`src/design/lap3x3_pkg.sv`:
```
// Shared types and constants for the 3x3 Laplacian filter unit.
// No dependencies; used by every module of the design but lap3x3_ram.
package lap3x3_pkg;

    // Frame geometry limits
    localparam int MAX_WIDTH  = 2048;
    localparam int MAX_HEIGHT = 2048;
    localparam int ADDR_W     = $clog2(MAX_WIDTH);

    // Field widths
    localparam int PIX_W   = 8;
    localparam int DIM_W   = 12;
    localparam int COORD_W = 11;
    localparam int IDX_W   = 2;
    localparam int SUM_W   = 13;

    localparam logic [DIM_W-1:0] MIN_DIM      = DIM_W'(3);
    localparam logic [DIM_W-1:0] MAX_W_DIM    = DIM_W'(MAX_WIDTH);
    localparam logic [DIM_W-1:0] MAX_H_DIM    = DIM_W'(MAX_HEIGHT);
    localparam logic [DIM_W-1:0] RESET_WIDTH  = DIM_W'(640);
    localparam logic [DIM_W-1:0] RESET_HEIGHT = DIM_W'(480);
    localparam logic [PIX_W-1:0] PIX_MAX      = PIX_W'(255);

    // Line store entry: upper row in the high byte, middle row in the low byte
    localparam int LINE_W = 2 * PIX_W;

    // Configuration register indexes
    typedef enum logic [IDX_W-1:0] {
        CFG_WIDTH  = 2'd0,
        CFG_HEIGHT = 2'd1,
        CFG_SPARE2 = 2'd2,
        CFG_SPARE3 = 2'd3
    } cfg_idx_t;

    // Item leaving the line store stage
    typedef struct packed {
        logic               valid;
        logic               prod;   // item yields a result
        logic               calc;   // result is the filter, not a border zero
        logic [PIX_W-1:0]   up;
        logic [PIX_W-1:0]   mid;
        logic [PIX_W-1:0]   px;
        logic [COORD_W-1:0] orow;
        logic [COORD_W-1:0] ocol;
    } s1_item_t;

endpackage

```
`src/design/lap3x3_back.sv`:
```
// 3x3 window, Laplacian sum with clamp, and the output register.
// Depends on lap3x3_pkg.
module lap3x3_back (
    input  logic                 aclk,
    input  logic                 aresetn,
    input  lap3x3_pkg::s1_item_t s1,
    output logic                 s1_ready,
    output logic                 m_tvalid,
    input  logic                 m_tready,
    output logic [31:0]          m_tdata   // out_pixel[7:0], out_row[18:8], out_col[29:19]
);

    localparam int CW = lap3x3_pkg::COORD_W;
    localparam int PW = lap3x3_pkg::PIX_W;
    localparam int SW = lap3x3_pkg::SUM_W;

    logic [PW-1:0] win_reg [9];
    logic          s2_valid_reg, s2_prod_reg, s2_calc_reg;
    logic [CW-1:0] s2_orow_reg, s2_ocol_reg;
    logic          m_tvalid_reg;
    logic [PW-1:0] out_pixel_reg;
    logic [CW-1:0] out_row_reg, out_col_reg;
    logic          s2_ready, out_hold;
    logic signed [SW-1:0] acc;
    logic [SW-1:0]        nsum;
    logic [PW-1:0]        val;

    // Pipeline enables
    assign out_hold = m_tvalid_reg && !m_tready;
    assign s2_ready = !s2_valid_reg || !s2_prod_reg || !out_hold;
    assign s1_ready = !s1.valid || s2_ready;

    // Window shift and stage 2 metadata
    always_ff @(posedge aclk) begin
        if (!aresetn) begin
            for (int i = 0; i < 9; i++) begin
                win_reg[i] <= '0;
            end
            s2_valid_reg <= 1'b0;
        end else begin
            if (s1.valid && s1_ready) begin
                win_reg[0] <= win_reg[1];
                win_reg[1] <= win_reg[2];
                win_reg[2] <= s1.up;
                win_reg[3] <= win_reg[4];
                win_reg[4] <= win_reg[5];
                win_reg[5] <= s1.mid;
                win_reg[6] <= win_reg[7];
                win_reg[7] <= win_reg[8];
                win_reg[8] <= s1.px;
            end
            if (s2_ready) begin
                s2_valid_reg <= s1.valid;
            end
        end
    end

    always_ff @(posedge aclk) begin
        if (s1.valid && s1_ready) begin
            s2_prod_reg <= s1.prod;
            s2_calc_reg <= s1.calc;
            s2_orow_reg <= s1.orow;
            s2_ocol_reg <= s1.ocol;
        end
    end

    // Eight times the centre minus the neighbours, clamped to a byte
    always_comb begin
        nsum = '0;
        for (int i = 0; i < 9; i++) begin
            if (i != 4) begin
                nsum = nsum + SW'(win_reg[i]);
            end
        end
        acc = $signed({2'b00, win_reg[4], 3'b000}) - $signed(nsum);
        priority if (acc < 0)                      val = '0;
        else if (acc > $signed(SW'(lap3x3_pkg::PIX_MAX))) val = lap3x3_pkg::PIX_MAX;
        else                                       val = acc[PW-1:0];
    end

    // Output register
    always_ff @(posedge aclk) begin
        if (!aresetn) begin
            m_tvalid_reg <= 1'b0;
        end else if (!out_hold) begin
            m_tvalid_reg <= s2_valid_reg && s2_prod_reg;
        end
    end

    always_ff @(posedge aclk) begin
        if (!out_hold && s2_valid_reg && s2_prod_reg) begin
            out_pixel_reg <= s2_calc_reg ? val : '0;
            out_row_reg   <= s2_orow_reg;
            out_col_reg   <= s2_ocol_reg;
        end
    end

    assign m_tvalid = m_tvalid_reg;
    assign m_tdata  = {2'b00, out_col_reg, out_row_reg, out_pixel_reg};

endmodule

```
`config.mk`:
```
export PLATFORM = sky130hd
export DESIGN_NAME = lap3x3_back
export DESIGN_NICKNAME = d
export VERILOG_FILES = /design/src/design/lap3x3_pkg.sv /design/src/design/lap3x3_back.sv
export SDC_FILE = /design/constraint.sdc
export NUM_CORES = 1
export LEC_CHECK = 0
export BUFFER_PORTS_ARGS = -buffer_cell sky130_fd_sc_hd__buf_2
export CAP_MARGIN = 20
export CORE_MARGIN = 2
export CORE_UTILIZATION = 30
export CTS_BUF_LIST = sky130_fd_sc_hd__clkbuf_8
export DETAILED_ROUTE_END_ITERATION = 8
export SLEW_MARGIN = 20
export SYNTH_ARGS = -nofsm -noshare
export SYNTH_HDL_FRONTEND = slang
export SYNTH_SLANG_ARGS = --single-unit
```
`constraint.sdc`:
```
create_clock -name aclk -period 6.1 [get_ports aclk]
set_input_delay 1.22 -clock aclk [delete_from_list [all_inputs] [get_ports aclk]]
set_output_delay 1.22 -clock aclk [all_outputs]
set_load 0.02 [all_outputs]
```
; ---- After elaboration in Yosys (flattened, before gate mapping)
; Memory sizes are Yosys's and may differ from the RTL's.
; Index checks and enable logic that the tools add are counted.
[word_totals]
register_bits = 56
inputBits = 52
mem_bits_rw = 72
mem_count = 1
output_inout_bits = 34
elab_cells = 58
[memory_table]
columns = name, depth, word_bits, read_ports, rd_ports_with_merged_regs, write_ports, line_no
row1 = win_reg, 9, 8, 9, 0, 9, lap3x3_back.sv:17  ; logic [PW-1:0] win_reg [9];
[classes]
n_reduce_logical = 14
bitwise = 10
muxes = 14
n_addsub = 8
magnitude_cmp = 2
[ops]
columns = cell, count
row1 = $mux 8, 10
row2 = $add 13x8->13, 2
row3 = $add 12x8->13, 1
row4 = $gt 13x9->1 const B, 1
row5 = $lt 13x1->1 const B, 1
row6 = $sub 12x13->13, 1
row7 = $add 11x8->12, 1
row8 = $add 10x8->11, 1
row9 = $add 9x8->10, 1
row10 = $add 8x8->9, 1
row11 = $or 1x1->1, 9
row12 = $logic_and 1x1->1, 5
row13 = $logic_not 1->1, 5
row14 = $mux 1, 4
row15 = $logic_or 1x1->1, 3
row16 = $reduce_or 2->1, 1
row17 = $not 1->1, 1

; ---- Logic depth before layout (Yosys ltp)
; Gate-level depths: netlist (run 1).
; An unclocked memory read counts as a cell.
[logic_depth]
word_depth = 11
depth_mapped = 16
mapped_depth_nobuf = 16

; ---- Worst setup path before layout (run 1)
; OpenSTA, ideal clock, no wires.
[synth_timing]
kind = register to register
start = memory win_reg[0][23] (netlist bit)
end = register out_pixel_reg[7] (data pin)
arrival_time_ps = 4126
path_buffers = 0
period_less_slack_ps = 4306
path_stages_with_launch = 14
required_ps = 5920
setup_time_ps = 180
setup_slack_ps = 1794
path_cell_list = edfxtp_1 inv_1 fa_1 fa_1 fa_1 inv_1 fa_1 inv_1 ha_1 a2111oi_4 a2bb2oi_4 o311a_1 a211o_4 o311ai_1
[synth_rtl]
columns = item, line_no
row1 = "start, declared", lap3x3_back.sv:17
row2 = "end signal, assigned", lap3x3_back.sv:92  ; out_pixel_reg <= s2_calc_reg ? val : '0;
row3 = "end, declared", lap3x3_back.sv:21  ; logic [PW-1:0] out_pixel_reg;

==> impl_metrics.toml, run 1 <==
[critical_path]
startpoint_type = "flop"
cp.arrival_ns = 4.74
cp-end-kind = "flop"
crit_type = "flop to flop"
crit_fanout = 10
rrSetupSlack_ns = 1.54
required_ns = 6.28

[power]
p_sw_uw = 1476
intPower_uw = 2231
power_density_nw_per_um2 = 477.1
ir_drop_uv = 341.8
switching_share_pct = 39.81
p_leak_uw = 0.003203
seq_power_share_pct = 29.7
combPwrFrac_pct = 49.1
power_frac_clock_pct = 21.2

[floorplan]
initial_core_util_pct = 30.40
rows = 54
die_w_um = 152.3
top_level_ports = 86
die_h_um = 152.3
core_um2 = 21690
die-area_um2 = 23180

[place]
numPortBuffers = 83
place_hpwl_mm = 7.994
globalplace.congestion = 0.7839
place_inst = 824

[cells_and_area]
nFillCells = 2117
multi_input_area_um2 = 2355
area_growth_pct = 17.84
drive_gt1_share_pct = 22.22
layout.nets = 687
finalNonFillerCells = 856
seqCellArea_um2 = 3824
largest_reg_flops = 72
diodes = 0

[timing]
timing.final.crit_period_ns = 4.563
worstMarginPinSlew_ns = 1.013
period_share_pct = 74.81
hold_viol_final = 0
rsz0062_at_grt = "no"
final.setup.tns_ns = 0
relSlewSlack_pct = 32.48
max_freq_mhz = 219.1
drv_slew = 0
finalSetupViolCount = 0
skew_ns = 0.01792

[clocking]
cts_sinks = 128
cts_htree_levels = 4
clkLatencyLatePin_ns = 0.45
cts-buffers-inserted = 17
cts_buffer_depth = 2
holdBufCountCts = 0
cts_tree = "done"
clkTransAtPathRegs_ns = 0.09
post_cts_resized = 0
post_cts_buffers = 0
cts_root_buf = "clkbuf_8"

[synth]
synthTopCellsByArea = "edfxtp_1, fa_1, and2_1"
synth-async-reset-ratio_pct = 0
synth_cells = 469
ys_seq_area_share_pct = 57.99
synthDistinctLibCells = 42
yosysWarnings = 0
post-synth-top-area-cell = "edfxtp_1"
ys.flop_type = "edfxtp_1"
synth_top_area_share_pct = 57.38
avgSynthCellArea_um2 = 14.06
syn-cell-area_um2 = 6594
synth-edff-count = 126
ys_ff_latch = 128

[status]
status = "finished, final reports clean"

[routing]
drtIter0Drc = 123
wl_mm = 11.25
drc = 0
antenna_left = 0
wire_per_inst_um = 13.14
first_pass_iters = 5
via_per_inst = 4.103
dr_total_vias = 3512

[global_route]
grtUsageTotal_pct = 10.18
overflow = 0
grt_max_degree = 73
grt_pass1_vias = 3842
grt_pass1_wl_mm = 18.75
antenna_found_initial = 0

[flow_run]
maxCapViolations = 0

[worst_hold_path]
hp-class = "flop to flop"
==> area by class of cell <==
class / count / area share (%)
sequential: 128 / 49.21
multi-input combinational: 228 / 30.31
timing repair buffer: 84 / 5.443
inverter: 104 / 5.024
tap: 280 / 4.509
clock buffer: 17 / 3.011
clock inverter: 15 / 2.496
==> placed cells by master, fill, tap and decap left out, types with 2 or more instances in the layout <==
| cell | count |
|---|---|
| a21o_1 | 2 |
| a21oi_1 | 8 |
| a31oi_1 | 2 |
| and2_1 | 73 |
| buf_2 | 83 |
| bufinv_16 | 2 |
| clkbuf_8 | 17 |
| clkinv_4 | 3 |
| conb_1 | 2 |
| dfxtp_1 | 2 |
| edfxtp_1 | 126 |
| fa_1 | 53 |
| ha_1 | 19 |
| inv_1 | 104 |
| inv_6 | 4 |
| inv_8 | 5 |
| nand2_1 | 10 |
| nand2b_1 | 2 |
| nand3_1 | 3 |
| nor2_1 | 9 |
| o211ai_1 | 8 |
| o21ai_0 | 3 |
| xnor2_1 | 3 |
| xor2_1 | 5 |
==> logic make-up (layout without fill, tap and decap cells) <==
logic type,after synthesis,count (layout),synth area share [%]
fa+ha+maj,72,72,19.70
flops,128,128,57.99
mux,1,1,0.1708
buf+inv,114,220,6.603
simple gates,105,105,9.146
other cells,1,2,0.05687
xor+xnor,8,8,1.063
compound gates,40,40,5.275
==> path summary, 6_finish.rpt <==
check | depth (start not counted) | from | to
worst max-delay path | 13 | win_reg[0][15]$_SDFFCE_PN0P_ | out_pixel_reg[7]$_SDFFCE_PP0P_
worst min-delay path | 0 | s2_ocol_reg[2]$_DFFE_PP_ | out_col_reg[2]$_DFFE_PP_
worst max register to register | 13 | win_reg[0][15]$_SDFFCE_PN0P_ | out_pixel_reg[7]$_SDFFCE_PP0P_
worst min register to register | 0 | s2_ocol_reg[2]$_DFFE_PP_ | out_col_reg[2]$_DFFE_PP_
==> through the flow <==
stage	utilization (%)	instance area [um^2]	hold slack, ns	setup WS, ns	power (uW)
floorplan	-	6598	0.4003	1.794	2569
global placement	33.83	7337	0.4007	1.677	2881
detailed placement	33.83	7337	0.4045	1.557	2937
CTS	35.80	7765	0.4116	1.544	3737
global route	35.83	7770	0.4246	1.290	3977
finish	35.83	7770	0.4070	1.537	3707
==> critical path: stages (launching register included) <==
cell	delay, ns
edfxtp_1	0.36
inv_1	0.06
fa_1	0.51
fa_1	0.52
fa_1	0.54
inv_1	0.05
fa_1	0.53
inv_1	0.04
ha_1	0.37
a2111oi_4	0.45
a2bb2oi_4	0.14
a31oi_4	0.32
a311o_2	0.26
o311ai_1	0.14
==> layer usage <==
layer	GRT usage [%]	share of wire, %	up-vias
met3	2.873	3.3	9
met5	0	0	-
li1	-	-	1715
met1	12.84	47	1728
met2	16.43	48	60
met4	4.406	1.7	0
==> power by group through the flow <==
stage	clock, uW	sequential, uW	combinational [uW]
CTS	807	1100	1830
floorplan	0	1150	1420
global route	838	1110	2030
global placement	0	1120	1760
detailed placement	0	1120	1810
finish	785	1100	1820
==> synthesized netlist by cell type (2+ instances only) <==
cell type  count
and2_1        74
a31oi_1        2
dfxtp_1        2
nor2_1        10
ha_1          19
nand3_1        3
fa_1          53
o211ai_1       8
a21oi_1        8
nand2b_1       3
xor2_1         5
xnor2_1        3
buf_4          2
edfxtp_1     126
and3_1         2
o21ai_0        3
a21o_1         2
nand2_1       10
clkbuf_1       8
inv_1        104
No activity file was read; power rests on OpenSTA's default activity.
==> inputs of run 2 (changes only) <==
--- a/config.mk
+++ b/config.mk
@@ -5,6 +5,7 @@
 export SDC_FILE = /design/constraint.sdc
 export NUM_CORES = 1
 export LEC_CHECK = 0
+export ABC_AREA = 1
 export BUFFER_PORTS_ARGS = -buffer_cell sky130_fd_sc_hd__buf_2
 export CAP_MARGIN = 20
 export CORE_MARGIN = 2
==> constraint.sdc (replaced) <==
create_clock -name aclk -period 3.72 [get_ports aclk]
set_input_delay 0.744 -clock aclk [delete_from_list [all_inputs] [get_ports aclk]]
set_output_delay 0.744 -clock aclk [all_outputs]
set_load 0.02 [all_outputs]
==> run 2 against run 1 <==
  * The run now ends with negative setup slack left
  * Global-route usage increased by 1.1 points
  * Core utilization rose by 2.2 points
  * Combinational power increased to 2.5 times the previous value
  * Clock power up 29%
  * Final area grew 6.7%
  * Clock skew decreased by 0.0097 ns
  * Critical endpoint is now out_pixel_reg[6]$_SDFFCE_PP0P_
  * Largest power group unchanged
  * Highest routed layer unchanged
==> impl_metrics.toml, run 2 <==
[power]
intPower_uw = 4303
seq_power_share_pct = 23.7
power_density_nw_per_um2 = 886.0
switching_share_pct = 41.43
fin_total_pwr_uw = 7348
p_leak_uw = 0.003621
ir_drop_uv = 551.5
p_sw_uw = 3045
combPwrFrac_pct = 62.6
power_frac_clock_pct = 13.8

[routing]
first_pass_iters = 4
drc = 0
wl_mm = 11.94
dr_total_vias = 3934
drtIter0Drc = 218
antenna_left = 0
wire_per_inst_um = 12.15
via_per_inst = 4.002

[global_route]
antenna_found_initial = 0
grt_max_degree = 73
grt.busiest_layer = "met2"
grt_pass1_vias = 4332
overflow = 0
use_met1_pct = 12.88
grt_util_met3_pct = 3.204
use_met2_pct = 19.97
grt_pass1_wl_mm = 20.55
grtUsageTotal_pct = 11.23

[clocking]
clkLatencyLatePin_ns = 0.44
cts_tree = "done"
cts_sinks = 128
cts_buffer_depth = 2
cts-buffers-inserted = 17
cts_root_buf = "clkbuf_8"
cts_htree_levels = 4
clkTransAtPathRegs_ns = 0.07

[synth]
ys_seq_area_share_pct = 57.48
syn-cell-area_um2 = 6653
ys_ff_latch = 128
yosysWarnings = 0
synthDistinctLibCells = 26
synth_cells = 551
avgSynthCellArea_um2 = 12.07
synth-async-reset-ratio_pct = 0
synth-edff-count = 126
synthTopCellsByArea = "edfxtp_1, fa_1, inv_1"
yosys.cell_count.top_type = "inv_1"
ys.flop_type = "edfxtp_1"
post-synth-top-area-cell = "edfxtp_1"
synth_top_area_share_pct = 56.87
ys_top_cells_by_count = "inv_1, edfxtp_1, nor2_1, fa_1, nand2_1"

[timing]
hold_viol_final = 0
period_share_pct = 109.0
rsz0062_at_grt = "yes"
max_freq_mhz = 246.7
timing.final.crit_period_ns = 4.054
setup_slack_ns = -0.3338
relSlewSlack_pct = 54.28
skew_ns = 0.008206
finalSetupViolCount = 8
final.setup.tns_ns = -2.590
worstMarginPinSlew_ns = 0.6834
drv_slew = 0

[cells_and_area]
post-route-util_pct = 38.00
diodes = 0
largest_reg_flops = 72
fin_area_um2 = 8293
layout_commonest_cell = "inv_1"
finalNonFillerCells = 983
final_cell_mix = "inv_1, edfxtp_1, nor2_1, buf_2, fa_1"
area_growth_pct = 24.66
drive_gt1_share_pct = 32.72
layout.nets = 817

[critical_path]
required_ns = 3.90
crit_fanout = 8
path_delay_family = "adder cells"
cp-end-kind = "flop"
cp_num_buf_inv = 4
crit_top_cell = "fa_1"
crit_slowest_cell = "fa_1"
path_cells = "fa_1 -> inv_1 -> fa_1 -> fa_1 -> inv_1 -> fa_1 -> inv_2 -> ha_4 -> nand2_4 -> nand2_4 -> inv_2 -> o21ai_2 -> nand2_2 -> nand2_1 -> nand2_1 -> nand2_2 -> nor2_2 -> nand2_2 -> nand2_4 -> a21oi_2"
startpoint_type = "flop"
cp.arrival_ns = 4.24
crit_type = "flop to flop"
max_stage_delay_ns = 0.54

[floorplan]
top_level_ports = 86
rows = 54
die-area_um2 = 23380
core_um2 = 21820
die_h_um = 152.9
initial_core_util_pct = 30.48
die_w_um = 152.9

[status]
status = "finished with violations"
violations = "negative setup slack"

[place]
placed_area_um2 = 7841
place_hpwl_mm = 8.648
place_inst = 951
numPortBuffers = 83
globalplace.congestion = 0.7557

[flow_run]
maxCapViolations = 0

[worst_hold_path]
hp-class = "flop to flop"
-- run 2: cell count changes after synthesis, moves of 6 or more --
cell,delta
nor2_2,+6
nor2_1,+79
nand2_1,+25
a21oi_2,+7
o211ai_1,-8
inv_1,+53
nand2_2,+9
and2_1,-74
buf_2,+7
clkbuf_1,-8
-- run 2: cell type report --
| cell class | instances | area, um^2 |
|---|---|---|
| Sequential cell | 128 | 3824 |
| Fill cell | 2153 | 13530 |
| Clock buffer | 17 | 234.0 |
| Multi-Input combinational cell | 255 | 2416 |
| Tap cell | 280 | 350.3 |
| Clock inverter | 12 | 80.08 |
| Inverter | 160 | 600.6 |
| Timing Repair Buffer | 131 | 788.3 |
-- run 2: power by group through the flow --
stage / registers [uW] / logic (uW) / clock network (uW)
after global placement: 1770 / 4010 / 0
after CTS: 1740 / 4410 / 1050
after floorplan: 1790 / 2860 / 0
after detailed placement: 1770 / 4030 / 0
after global routing: 1750 / 5160 / 1100
final: 1740 / 4600 / 1010
-- run 2: final timing paths --
check	startpoint	end	slack [ns]	depth (start not counted)
worst max-delay path	win_reg[0][43]$_SDFFCE_PN0P_	out_pixel_reg[6]$_SDFFCE_PP0P_	-0.33	20
worst min-delay path	s2_ocol_reg[8]$_DFFE_PP_	out_col_reg[8]$_DFFE_PP_	0.42	0
worst max register to register	win_reg[0][43]$_SDFFCE_PN0P_	out_pixel_reg[6]$_SDFFCE_PP0P_	-0.33	20
worst min register to register	s2_ocol_reg[8]$_DFFE_PP_	out_col_reg[8]$_DFFE_PP_	0.42	0
-- run 2: kinds of logic after synthesis --
kind of cell / Yosys count / share of synthesized area [%]
simple gates: 150 / 9.799
flops: 128 / 57.48
buf+inv: 169 / 9.780
fa+ha+maj: 72 / 19.52
compound gates: 22 / 2.182
xor+xnor: 9 / 1.185
other cells: 1 / 0.05637
-- run 2: timing repair --
action | 4_1_cts | 5_1_grt
resized for setup | 21 | 15
hold buffers | 0 | 0
setup endpoints to repair | 8 | 8
pin swaps | 9 | 28
endpoints found under the hold margin | 0 | 0
setup buffers | 0 | 3
-- run 2: layer usage --
| layer | share of wire, % | vias to the layer above | wire length [um] |
|---|---|---|---|
| li1 | - | 1955 | - |
| met1 | 43 | 1912 | 5083 |
| met2 | 53 | 51 | 6307 |
| met3 | 2.9 | 16 | 349 |
| met4 | 1.7 | 0 | 198 |
| met5 | 0 | - | 0 |
-- run 2: stage by stage --
step	hold slack (ns)	setup WS [ns]
final	0.4184	-0.3338
after global placement	0.4011	-0.3743
after floorplan	0.4003	-0.1458
after global routing	0.4269	-0.5036
after detailed placement	0.4045	-0.3580
after CTS	0.4211	-0.3037
==> inputs of run 3 (changes only) <==
--- a/config.mk
+++ b/config.mk
@@ -8,10 +8,13 @@
 export ABC_AREA = 1
 export BUFFER_PORTS_ARGS = -buffer_cell sky130_fd_sc_hd__buf_2
 export CAP_MARGIN = 20
+export CELL_PAD_IN_SITES_DETAIL_PLACEMENT = 2
+export CELL_PAD_IN_SITES_GLOBAL_PLACEMENT = 2
 export CORE_MARGIN = 2
-export CORE_UTILIZATION = 30
+export CORE_UTILIZATION = 37
 export CTS_BUF_LIST = sky130_fd_sc_hd__clkbuf_8
 export DETAILED_ROUTE_END_ITERATION = 8
+export PLACE_DENSITY_LB_ADDON = 0.1
 export SLEW_MARGIN = 20
 export SYNTH_ARGS = -nofsm -noshare
 export SYNTH_HDL_FRONTEND = slang
==> run 3 against run 2 <==
  * Sequential cell count unchanged
  * Non-clock buffer count decreased by 3
  * Largest power group unchanged
  * The run still ends with negative setup slack left
  * Sequential share of layout area increased by 0.22 points
  * Via count increased by 3.8%
  * Setup slack got worse by 0.10 ns
  * Count of clock-buffer cells in the layout unchanged
  * Critical path depth increased by 2
  * Sequential power about the same
  * First-iteration DRC count decreased by 21%
  * Routed wire length increased by 24%
  * Critical endpoint is now out_pixel_reg[7]$_SDFFCE_PP0P_
==> impl_metrics.toml, run 3 (same netlist as run 2, synthesis figures left out) <==
[cells_and_area]
layout.nets = 814
largest_reg_flops = 72
finalNonFillerCells = 932
diodes = 0
layout_commonest_cell = "inv_1"
nFillCells = 1833
final_cell_mix = "inv_1, edfxtp_1, nor2_1, buf_2, fa_1"
area_growth_pct = 24.05
drive_gt1_share_pct = 32.86

[status]
status = "finished with violations"
violations = "negative setup slack"

[critical_path]
cp-end-kind = "flop"
crit_type = "flop to flop"
crit_fanout = 8
rrSetupSlack_ns = -0.44
cp.arrival_ns = 4.36
startpoint_type = "flop"
required_ns = 3.92

[global_route]
antenna_found_initial = 0
grtUsageTotal_pct = 16.80
grt_pass1_wl_mm = 24.90
overflow = 0
grt_pass1_vias = 4777
grt_max_degree = 73

[timing]
max_freq_mhz = 240.6
relSlewSlack_pct = 49.33
drv_slew = 0
hold_viol_final = 0
timing.final.crit_period_ns = 4.156
rsz0062_at_grt = "yes"
setup_slack_ns = -0.4360
worstMarginPinSlew_ns = 0.7600
period_share_pct = 111.7
skew_ns = 0.01229
finalSetupViolCount = 8

[place]
place_hpwl_mm = 11.11
numPortBuffers = 83
globalplace.congestion = 0.7893
place_inst = 896

[floorplan]
initial_core_util_pct = 37.42
die_w_um = 138.1
rows = 49
core_um2 = 17780
top_level_ports = 86
die_h_um = 138.1
die-area_um2 = 19070

[routing]
via_per_inst = 4.381
dr_total_vias = 4083
first_pass_iters = 4
drtIter0Drc = 172
antenna_left = 0
wl_mm = 14.77
drc = 0
wire_per_inst_um = 15.84

[clocking]
holdBufCountCts = 0
cts_htree_levels = 4
cts_tree = "done"
cts_buffer_depth = 2
clkTransAtPathRegs_ns = 0.08
cts_root_buf = "clkbuf_8"
clkLatencyLatePin_ns = 0.45
cts_sinks = 128
cts-buffers-inserted = 17

[power]
ir_drop_uv = 535.5
fin_total_pwr_uw = 7742
p_leak_uw = 0.003614
power_density_nw_per_um2 = 938.1

[worst_hold_path]
hp-class = "flop to flop"

[flow_run]
maxCapViolations = 0
==> run 3: cell count changes in the layout (fill, tap and decap cells not counted), moves of 2 or more <==
cell      before  now
nand2_1       23   21
clkinv_4       0    3
clkinv_1       5    3
buf_4         47   44
nand2_2       13   19
inv_6          0    2
inv_2         14   11
inv_1        147  150
nand2_4       10    6
clkinv_2       4    2
==> run 3: repair_timing <==
item,CTS,global route
gates resized for setup,17,13
pin swaps,5,14
setup buffers,3,1
endpoints found under the setup margin,8,8
cloned,0,0
==> run 3: report_power, final <==
| part | internal, uW | switching, uW |
|---|---|---|
| sequential | 1710 | 33.8 |
| combinational | 2120 | 2700 |
| clock | 589 | 587 |
==> run 3: layout make-up <==
type	count	area (um^2)	share of cell area, %
sequential	128	3824	46.33
multi-input combinational	255	2399	29.06
timing repair buffer	128	765.7	9.278
inverter	160	600.6	7.277
tap	229	286.5	3.472
clock buffer	17	234.0	2.835
clock inverter	15	143.9	1.743
==> run 3: path summary, 6_finish.rpt <==
kind                                      from                              to  depth (start not counted)
setup / recovery  win_reg[0][59]$_SDFFCE_PN0P_  out_pixel_reg[7]$_SDFFCE_PP0P_                         22
hold / removal        s2_ocol_reg[2]$_DFFE_PP_        out_col_reg[2]$_DFFE_PP_                          0
setup reg to reg  win_reg[0][59]$_SDFFCE_PN0P_  out_pixel_reg[7]$_SDFFCE_PP0P_                         22
hold reg to reg       s2_ocol_reg[2]$_DFFE_PP_        out_col_reg[2]$_DFFE_PP_                          0
==> run 3: worst max-delay path: stages, from the launching register on <==
cell and delay, ns:
edfxtp_1 0.35, inv_2 0.05, fa_1 0.56, inv_2 0.05, fa_1 0.53, inv_2 0.04
fa_1 0.49, inv_2 0.04, fa_1 0.52, inv_2 0.05, ha_4 0.26, nand2_2 0.07
nand2_2 0.06, nand2_2 0.06, nand2_2 0.06, nand2_2 0.09, nand3_2 0.08, nand2_1 0.07
nand2_1 0.05, nor2_2 0.11, nand2_2 0.07, nand2_4 0.14, a21oi_2 0.08
==> run 3: routing by layer <==
layer	vias up	global-route usage, %	routed length (um)
met5	-	0	0
met2	77	29.91	7905
li1	1954	-	-
met1	2041	19.88	6145
met4	0	4.887	172
met3	11	4.745	543
==> run 3: through the flow <==
step	setup slack (ns)	instance area [um^2]	hold WS (ns)	util [%]	setup TNS (ns)
5_1_grt	-0.6257	8253	0.4221	46.42	-4.894
6_report	-0.4360	8253	0.4209	46.42	-3.371
2_1_floorplan	-0.1458	6760	0.4003	-	-1.138
3_5_place_dp	-0.4610	7747	0.4057	43.57	-3.606
3_3_place_gp	-0.3699	7747	0.4006	43.57	-2.929
4_1_cts	-0.4200	8215	0.4166	46.21	-3.258
